File: src/hdl/srect_pkg.sv
// Shared types, widths and sign helpers for the segment / rectangle touch test.
// No dependencies.
package srect_pkg;

  localparam int COORD_WIDTH = 16;
  localparam int DIFF_W      = COORD_WIDTH + 1;
  localparam int PROD_W      = 2 * DIFF_W;

  typedef logic signed [COORD_WIDTH-1:0] coord_t;
  typedef logic signed [DIFF_W-1:0]      diff_t;
  typedef logic signed [PROD_W-1:0]      prod_t;

  typedef struct packed {
    coord_t x;
    coord_t y;
  } point_t;

  // sign code: neither bit set means zero
  typedef struct packed {
    logic pos;
    logic neg;
  } sgn_t;

  typedef struct packed {
    logic [3:0] cb;       // corner k inside segment bounding box
    logic [3:0] pb;       // first endpoint inside edge i bounding box
    logic [3:0] qb;       // second endpoint inside edge i bounding box
    sgn_t [3:0] s3;       // orientation of edge i against first endpoint
    sgn_t [3:0] s4;       // orientation of edge i against second endpoint
    logic       ep_hit;   // an endpoint lies in the rectangle
    logic       neq;      // endpoints differ
  } flags_t;

  typedef struct packed {
    diff_t      dx;
    diff_t      dy;
    diff_t [3:0] ux;
    diff_t [3:0] uy;
    flags_t     f;
  } prep_t;

  typedef struct packed {
    prod_t [3:0] m1;
    prod_t [3:0] m2;
    flags_t      f;
  } prod_stage_t;

  function automatic sgn_t cmp_sgn(input coord_t a, input coord_t b);
    sgn_t s;
    s.pos = (a > b);
    s.neg = (a < b);
    return s;
  endfunction

  function automatic sgn_t sgn_mul(input sgn_t a, input sgn_t b);
    sgn_t s;
    s.pos = (a.pos & b.pos) | (a.neg & b.neg);
    s.neg = (a.pos & b.neg) | (a.neg & b.pos);
    return s;
  endfunction

  // sign of sdx*suy - sdy*sux where at most one term is non-zero (axis-aligned edge)
  function automatic sgn_t orient_ax(input sgn_t sdx, input sgn_t sdy,
                                     input sgn_t suy, input sgn_t sux);
    sgn_t t1;
    sgn_t t2;
    sgn_t s;
    t1 = sgn_mul(sdx, suy);
    t2 = sgn_mul(sdy, sux);
    s.pos = t1.pos | t2.neg;
    s.neg = t1.neg | t2.pos;
    return s;
  endfunction

  function automatic logic in_range(input coord_t v, input coord_t a, input coord_t b);
    return ((v >= a) || (v >= b)) && ((v <= a) || (v <= b));
  endfunction

  function automatic logic sgn_cross(input sgn_t a, input sgn_t b);
    return (a.pos & b.neg) | (a.neg & b.pos);
  endfunction

  function automatic logic sgn_zero(input sgn_t a);
    return ~(a.pos | a.neg);
  endfunction

endpackage

File: src/hdl/srect_prep.sv
// Input register and first stage: coordinate differences, box compares and edge signs.
// Depends on srect_pkg.
module srect_prep (
  input  logic                clk,
  input  logic                rst_n,
  input  logic                in_vld,
  input  srect_pkg::point_t   p_i,
  input  srect_pkg::point_t   q_i,
  input  srect_pkg::point_t   a_i,
  input  srect_pkg::point_t   c_i,
  output logic                vld_o,
  output srect_pkg::prep_t    prep_o
);
  import srect_pkg::*;

  logic   v0_r;
  point_t p_r, q_r, a_r, c_r;
  logic   v1_r;
  prep_t  prep_r, prep_nxt;

  always_ff @(posedge clk) begin
    if (!rst_n) begin
      v0_r <= 1'b0;
      v1_r <= 1'b0;
    end else begin
      v0_r <= in_vld;
      v1_r <= v0_r;
    end
  end

  always_ff @(posedge clk) begin
    p_r    <= p_i;
    q_r    <= q_i;
    a_r    <= a_i;
    c_r    <= c_i;
    prep_r <= prep_nxt;
  end

  always_comb begin
    point_t     corner [4];
    logic [1:0] j;
    sgn_t       sex;
    sgn_t       sey;
    corner[0]   = a_r;
    corner[1].x = a_r.x;
    corner[1].y = c_r.y;
    corner[2]   = c_r;
    corner[3].x = c_r.x;
    corner[3].y = a_r.y;
    prep_nxt    = '0;
    prep_nxt.dx = diff_t'(q_r.x) - diff_t'(p_r.x);
    prep_nxt.dy = diff_t'(q_r.y) - diff_t'(p_r.y);
    for (int k = 0; k < 4; k++) begin
      j = 2'(k + 1);
      prep_nxt.ux[k]   = diff_t'(corner[k].x) - diff_t'(p_r.x);
      prep_nxt.uy[k]   = diff_t'(corner[k].y) - diff_t'(p_r.y);
      prep_nxt.f.cb[k] = in_range(corner[k].x, p_r.x, q_r.x) &&
                         in_range(corner[k].y, p_r.y, q_r.y);
      sex = cmp_sgn(corner[j].x, corner[k].x);
      sey = cmp_sgn(corner[j].y, corner[k].y);
      prep_nxt.f.s3[k] = orient_ax(sex, sey, cmp_sgn(p_r.y, corner[k].y),
                                   cmp_sgn(p_r.x, corner[k].x));
      prep_nxt.f.s4[k] = orient_ax(sex, sey, cmp_sgn(q_r.y, corner[k].y),
                                   cmp_sgn(q_r.x, corner[k].x));
      prep_nxt.f.pb[k] = in_range(p_r.x, corner[k].x, corner[j].x) &&
                         in_range(p_r.y, corner[k].y, corner[j].y);
      prep_nxt.f.qb[k] = in_range(q_r.x, corner[k].x, corner[j].x) &&
                         in_range(q_r.y, corner[k].y, corner[j].y);
    end
    prep_nxt.f.ep_hit = (in_range(p_r.x, a_r.x, c_r.x) && in_range(p_r.y, a_r.y, c_r.y)) ||
                        (in_range(q_r.x, a_r.x, c_r.x) && in_range(q_r.y, a_r.y, c_r.y));
    prep_nxt.f.neq    = (p_r != q_r);
  end

  assign vld_o  = v1_r;
  assign prep_o = prep_r;

endmodule

File: src/hdl/srect_mul.sv
// Product stage: the two cross-product terms of the segment against each corner.
// Depends on srect_pkg.
module srect_mul (
  input  logic                     clk,
  input  logic                     rst_n,
  input  logic                     vld_i,
  input  srect_pkg::prep_t         prep_i,
  output logic                     vld_o,
  output srect_pkg::prod_stage_t   prod_o
);
  import srect_pkg::*;

  logic        v_r;
  prod_stage_t prod_r, prod_nxt;

  always_ff @(posedge clk) begin
    if (!rst_n) begin
      v_r <= 1'b0;
    end else begin
      v_r <= vld_i;
    end
  end

  always_ff @(posedge clk) begin
    prod_r <= prod_nxt;
  end

  always_comb begin
    prod_nxt.f = prep_i.f;
    for (int k = 0; k < 4; k++) begin
      prod_nxt.m1[k] = prod_t'($signed(prep_i.dx)) * prod_t'($signed(prep_i.uy[k]));
      prod_nxt.m2[k] = prod_t'($signed(prep_i.dy)) * prod_t'($signed(prep_i.ux[k]));
    end
  end

  assign vld_o  = v_r;
  assign prod_o = prod_r;

endmodule

File: src/hdl/srect_judge.sv
// Sign compare of the cross products, then per-edge meet test and output register.
// Depends on srect_pkg.
module srect_judge (
  input  logic                     clk,
  input  logic                     rst_n,
  input  logic                     vld_i,
  input  srect_pkg::prod_stage_t   prod_i,
  output logic                     vld_o,
  output logic                     hit_o
);
  import srect_pkg::*;

  logic       v3_r;
  sgn_t [3:0] s_r, s_nxt;
  flags_t     f_r;
  logic       vo_r;
  logic       hit_r, hit_nxt;

  always_ff @(posedge clk) begin
    if (!rst_n) begin
      v3_r <= 1'b0;
      vo_r <= 1'b0;
    end else begin
      v3_r <= vld_i;
      vo_r <= v3_r;
    end
  end

  always_ff @(posedge clk) begin
    s_r   <= s_nxt;
    f_r   <= prod_i.f;
    hit_r <= hit_nxt;
  end

  always_comb begin
    for (int k = 0; k < 4; k++) begin
      s_nxt[k].pos = $signed(prod_i.m1[k]) > $signed(prod_i.m2[k]);
      s_nxt[k].neg = $signed(prod_i.m1[k]) < $signed(prod_i.m2[k]);
    end
  end

  always_comb begin
    logic [3:0] meet;
    logic [1:0] j;
    for (int k = 0; k < 4; k++) begin
      j = 2'(k + 1);
      meet[k] = (sgn_cross(s_r[k], s_r[j]) && sgn_cross(f_r.s3[k], f_r.s4[k])) ||
                (sgn_zero(s_r[k]) && f_r.cb[k]) ||
                (sgn_zero(s_r[j]) && f_r.cb[j]) ||
                (sgn_zero(f_r.s3[k]) && f_r.pb[k]) ||
                (sgn_zero(f_r.s4[k]) && f_r.qb[k]);
    end
    hit_nxt = f_r.ep_hit || (f_r.neq && (|meet));
  end

  assign vld_o = vo_r;
  assign hit_o = hit_r;

endmodule

File: src/hdl/segment_rectangle_intersect.sv
// Top level of the segment / rectangle touch test: five-stage pipeline.
// Depends on srect_pkg, srect_prep, srect_mul, srect_judge.
//
//   channel | ports                                  | transfer
//   --------+----------------------------------------+---------------------------
//   input   | start, busy, in_seg_*, in_rect_*       | edge with start & !busy
//   result  | out_valid, out_hit                     | each cycle out_valid is high
//
// One query per clock; out_valid follows start through the input register,
// compare stage, multiplier stage, sign compare and output register.
// busy is held low: the result side cannot stall, so the pipeline always advances.
// rst_n (synchronous) clears the valid bits only.
module segment_rectangle_intersect (
  input  logic                   clk,
  input  logic                   rst_n,
  input  logic                   start,
  output logic                   busy,
  input  srect_pkg::coord_t      in_seg_start_x,
  input  srect_pkg::coord_t      in_seg_start_y,
  input  srect_pkg::coord_t      in_seg_end_x,
  input  srect_pkg::coord_t      in_seg_end_y,
  input  srect_pkg::coord_t      in_rect_corner1_x,
  input  srect_pkg::coord_t      in_rect_corner1_y,
  input  srect_pkg::coord_t      in_rect_corner2_x,
  input  srect_pkg::coord_t      in_rect_corner2_y,
  output logic                   out_valid,
  output logic                   out_hit
);
  import srect_pkg::*;

  point_t      p, q, a, c;
  logic        v1, v2;
  prep_t       prep;
  prod_stage_t prod;

  assign busy = 1'b0;

  assign p.x = in_seg_start_x;
  assign p.y = in_seg_start_y;
  assign q.x = in_seg_end_x;
  assign q.y = in_seg_end_y;
  assign a.x = in_rect_corner1_x;
  assign a.y = in_rect_corner1_y;
  assign c.x = in_rect_corner2_x;
  assign c.y = in_rect_corner2_y;

  srect_prep u_prep (
    .clk    (clk),
    .rst_n  (rst_n),
    .in_vld (start & ~busy),
    .p_i    (p),
    .q_i    (q),
    .a_i    (a),
    .c_i    (c),
    .vld_o  (v1),
    .prep_o (prep)
  );

  srect_mul u_mul (
    .clk    (clk),
    .rst_n  (rst_n),
    .vld_i  (v1),
    .prep_i (prep),
    .vld_o  (v2),
    .prod_o (prod)
  );

  srect_judge u_judge (
    .clk    (clk),
    .rst_n  (rst_n),
    .vld_i  (v2),
    .prod_i (prod),
    .vld_o  (out_valid),
    .hit_o  (out_hit)
  );

endmodule
File: config.mk
export PLATFORM = sky130hd
export DESIGN_NAME = segment_rectangle_intersect
export DESIGN_NICKNAME = d
export VERILOG_FILES = /design/src/hdl/srect_pkg.sv /design/src/hdl/srect_prep.sv /design/src/hdl/srect_mul.sv /design/src/hdl/srect_judge.sv /design/src/hdl/segment_rectangle_intersect.sv
export SDC_FILE = /design/constraint.sdc
export NUM_CORES = 2
export LEC_CHECK = 0
export ABC_AREA = 0
export BUFFER_PORTS_ARGS = -buffer_cell sky130_fd_sc_hd__clkbuf_2
export CAP_MARGIN = 20
export CORE_MARGIN = 2
export CORE_UTILIZATION = 35
export CTS_CLUSTER_DIAMETER = 100
export DETAILED_ROUTE_END_ITERATION = 7
export GPL_TIMING_DRIVEN = 0
export PLACE_DENSITY = 0.55
export SYNTH_ARGS = -nofsm -noshare
export SYNTH_HDL_FRONTEND = slang
export SYNTH_SLANG_ARGS = --single-unit
File: constraint.sdc
create_clock -name clk -period 12.5 [get_ports clk]
set_input_delay 1.25 -clock clk [delete_from_list [all_inputs] [get_ports clk]]
set_output_delay 1.25 -clock clk [all_outputs]
set_load 0.05 [all_outputs]
Yosys cells after proc, flatten, opt, wreduce, memory -nomap -nowiden
Index checks and enable logic that the tools add are counted.
Cells by class
  multiplexer cells: 0
  add/subtract/negate cells: 6
  magnitude comparators: 72
  equality and inequality tests: 1
  shifts and indexed selects: 0
  div/mod/pow operators: 0
  bitwise logic cells: 160
  $mul: 4
  reduce and logical (&&, ||, !) cells: 82
Operators with widths (count)
  greater-or-equal comparator 16 bit: 16
  greater-than comparator 16 bit: 16
  less-or-equal comparator 16 bit: 16
  < comparator 16 bit: 16
  greater-than comparator 34 bit: 4
  < comparator 34 bit: 4
  multiplier 17 x 17 -> 34 bit: 4
  subtractor 16 x 16 -> 17 bit: 6
  AND 1 bit: 80
  bitwise OR 1 bit: 68
  logical AND 1 bit: 47
  logical OR 1 bit: 34
  inequality test 32 bit: 1
  NOT 1 bit: 12
  OR reduction 4 bit: 1
Word-level totals
  output and inout bits: 3
  bits of input ports: 131
  latch bits: 0
  bits in writable memories: 0
  memories: 0
  ROM bits: 0
  logic and storage cells: 420
  register bits: 470

Logic depth before layout (Yosys ltp)
  depth after elaboration: 10
  depth in mapped cells: 26
  mapped depth without buffers: 24

Hierarchy
Synthesis repeated with hierarchy kept, for this count alone.
Second synthesis, totals
  cells, all modules: 11748
  area total of the unflattened synthesis: 110647.4 µm²
By module, submodules not included
  srect_mul: cells an instance 9793, times used 1, sequential area each 6065.8 µm², area each 92816.5 µm²
  srect_prep: cells an instance 1366, times used 1, sequential area each 5245.0 µm², area each 13161.4 µm²
  srect_judge: cells an instance 587, times used 1, sequential area each 820.8 µm², area each 4658.2 µm²
  segment_rectangle_intersect: cells an instance 2, times used 1, sequential area each 0.0 µm², area each 11.3 µm²

Worst setup path before layout
No wires, ideal clock.
  kind: reg-to-reg
  start point: reg u_prep.prep_r, in the netlist u_prep.prep_o[199]
  end point: reg u_mul.prod_r, in the netlist u_mul.prod_o[199]
  cell stages (with the launch flop): 23
  clock period less this slack: 6.310 ns
  setup time: 0.121 ns
  path buffers: 2
  setup slack: 6.190 ns
  arrival: 6.190 ns
  data required time: 12.379 ns
  cells stage by stage: dfxtp_1 -> clkbuf_1 -> clkbuf_1 -> nand2_1 -> inv_1 -> fa_1 -> fa_1 -> fa_1 -> fa_1 -> fa_1 -> inv_1 -> fa_1 -> inv_1 -> ha_1 -> nand4_1 -> or3_1 -> nor2_1 -> a2111oi_4 -> a31oi_1 -> a21o_1 -> a211o_1 -> a21oi_2 -> xnor2_1
RTL lines
  start: declaration: line srect_prep.sv:19  | prep_t prep_r, prep_nxt;
  start signal: assignment: line srect_prep.sv:36  | prep_r <= prep_nxt;
  end signal: assignment: line srect_mul.sv:25  | prod_r <= prod_nxt;
  end: declaration: line srect_mul.sv:14  | prod_stage_t prod_r, prod_nxt;

==> out/results.ini <==
[floorplan]
ioPinCount = 134
floorplan.die_area_mm2 = 0.1846
core_region_area_mm2 = 0.1804
initial_utilization = 0.3517
rows = 156
fp.dieH_um = 429.7
fp.dieW_um = 429.7

[clock_network]
clkTransAtPathRegs_ns = 0.06
clkLatencyLatePin_ns = 0.64
root_buffer = clkbuf_16
cts_tree = done
cts_setup_buffers = 0
htree_levels = 2
cts.sinks = 470
hold_buffers = 0
cts_buffer_depth = 3
cts_buffers = 51
cts_resized = 0

[critical_path]
critical-path-max-stage-delay_ns = 0.85
worstPathCellList = clkbuf_1 -> clkbuf_1 -> nand2_1 -> inv_1 -> fa_1 -> inv_1 -> fa_1 -> fa_1 -> inv_1 -> fa_1 -> fa_1 -> inv_1 -> fa_1 -> inv_1 -> ha_1 -> a21o_1 -> a21o_1 -> a21oi_1 -> a31o_1 -> o21bai_1 -> o211a_1 -> o41ai_1 -> a21oi_1 -> xnor2_1
critPathRequiredTime_ns = 12.91
cp.arrival_ns = 8.96
cp_common_cell = fa_1
critical_path.endpoint_type = flop
path_class = reg2reg
start_kind = flop
critPathMaxFanout = 10
worst_path_max_delay_cell = clkbuf_1

[timing]
setup_viol = 0
hold_viol_final = 0
period_share = 0.6843
fin_crit_ns = 8.554
final_max_slew_viol_count = 0
slew_headroom = 0.2289
skew_ns = 0.04408
rsz0062_at_grt = no
fin_setup_tns_ns = 0
max_freq_mhz = 116.9
worst_pin_slew_ns = 1.157

[logic_synthesis]
synth_nets = 8680
synth_top_area_share = 0.3756
synthArstFlopShare = 0
syn_area_per_cell_um2 = 9.485
synth.yosys.seq_area_share = 0.1484
ys_warn_count = 0
syn_area_mm2 = 0.06342
synth_ff_type = dfxtp_1
ys_top_cells_by_area = fa_1 38%, dfxtp_1 15%, ha_1 13%
synth_cells = 6687
yosysTopAreaCell = fa_1
ys_ff_latch = 470
synth_cell_types = 83
synth_edf_count = 0

[global_route]
track_usage = 0.2127
grt_max_degree = 16
grt_overflow = 0
grt_pass1_wl_um = 296700
antenna_found_initial = 25
grt_pass1_vias = 48300

[cells_and_area]
seqCellArea_mm2 = 0.009409
area_growth_pct = 8.542
drive_gt1_frac = 0.03644
final_nets = 8867
fillCellCount = 18400
multi_input_area_mm2 = 0.04775
stdcell_area_mm2 = 0.06884

[route]
route.vias.total = 45510
drc_errors = 0
viasPerCell = 4.892
drt-total-wl_um = 192600
first_pass_iters = 5
drt.antenna.violating_nets = 0
wl_per_cell_um = 20.71
drt_iter0_markers = 2935

[min_path]
hold_class = reg2reg

[place]
dp_hpwl_um = 166300
place_area_mm2 = 0.06705
place.gp.congestion = 0.9417
io_buffers = 132

[run]
drv_cap = 0

[status]
status = complete, no violations

synthesized netlist by cell type, drive strengths merged (8+ instances only):
cell type  instances
and3              26
and2             598
xnor2            160
a21oi            176
a22oi             14
nand2b            50
xor2              46
and4               9
fa              1190
mux2i              9
nor2             219
inv             1475
nor3              50
o41ai              8
nor2b             70
a21boi            25
nand3             42
nand4             71
a21o             123
ha               672
dfxtp            470
nand2            610
or3               10
o21a              65
a31oi             18
nor4              11
o211ai            11
o21bai            18
o21ai            126
a211oi            16
clkbuf           189
a2111oi            8
o22ai             24
cell families (layout without fill, tap and decap cells):
group	count (synthesis)	count (layout)	synth area share
mux	10	10	0.001598
xor+xnor	206	206	0.02845
buf+inv	1667	1896	0.09874
fa+ha+maj	1862	1862	0.5082
simple gates	1784	1784	0.1423
compound gates	687	687	0.07232
flops	470	470	0.1484
other cells	1	18	0.00005913
state kept, by name, summed over array words and instances, names as in the netlist, 8 cells and up:
| signal | count |
|---|---|
| u_prep.a_r | 32 |
| u_prep.prep_o | 132 |
| u_judge.f_r | 30 |
| u_mul.prod_o | 166 |
| u_prep.q_r | 32 |
| u_prep.c_r | 32 |
| u_judge.s_r | 8 |
| u_prep.p_r | 32 |
layer usage:
layer	GRT usage	vias up	wire, um	share of wire
met3	0.03039	250	11830	0.061
met5	0	-	111	0.00058
li1	-	20890	-	-
met2	0.3534	1260	90400	0.47
met1	0.2844	23100	82980	0.43
met4	0.06985	16	7303	0.038
worst max-delay path: cells and delay by family (launching register included):
family	cells	cell delay, ns
compound gates	8	1.92
xor+xnor	1	0.80
fa+ha+maj	7	3.21
buf+inv	7	1.84
flops	1	0.31
simple gates	1	0.24
path summary, 6_finish.rpt:
| check | startpoint | end | slack, ns | depth (start not counted) |
|---|---|---|---|---|
| hold / removal | u_mul.prod_o[21]$_DFF_P_ | u_judge.f_r[21]$_DFF_P_ | 0.32 | 0 |
| hold reg to reg | u_mul.prod_o[21]$_DFF_P_ | u_judge.f_r[21]$_DFF_P_ | 0.32 | 0 |
| setup / recovery | u_prep.prep_o[199]$_DFF_P_ | u_mul.prod_o[233]$_DFF_P_ | 3.95 | 24 |
| setup reg to reg | u_prep.prep_o[199]$_DFF_P_ | u_mul.prod_o[233]$_DFF_P_ | 3.95 | 24 |
placed cells by master, fill, tap and decap left out, types with 123 or more instances in the layout:
cell type and count:
clkbuf_2 132, xnor2_1 160, nor2_1 219, and2_1 598, inv_1 1475, clkbuf_1 196, a21o_1 123, fa_1 1190
ha_1 672, nand2_1 610, a21oi_1 171, dfxtp_1 470
layout make-up:
class	instances	area share
diodes	17	0.0006180
plain buffers	192	0.01054
clock buffers	66	0.02052
clock inverters	29	0.004562
inverters	1475	0.08043
multi-input cells	4550	0.6937
flip-flops and latches	470	0.1367
well taps	2370	0.04308
repair buffers	134	0.009924
stage by stage:
step / std cells / hold WS, ns / worst slack, ns / utilization
3_3_place_gp: 9189 / 0.3104 / 4.091 / 0.3718
3_5_place_dp: 9189 / 0.3121 / 4.078 / 0.3718
2_1_floorplan: 6687 / 0.3096 / 6.190 / -
6_report: 9303 / 0.3232 / 3.946 / 0.3817
5_1_grt: 9295 / 0.3276 / 3.597 / 0.3816
4_1_cts: 9284 / 0.3250 / 3.993 / 0.3813
Power is not shown: default switching activity piles up to over one toggle a cycle in this logic, so the estimate is an artifact.
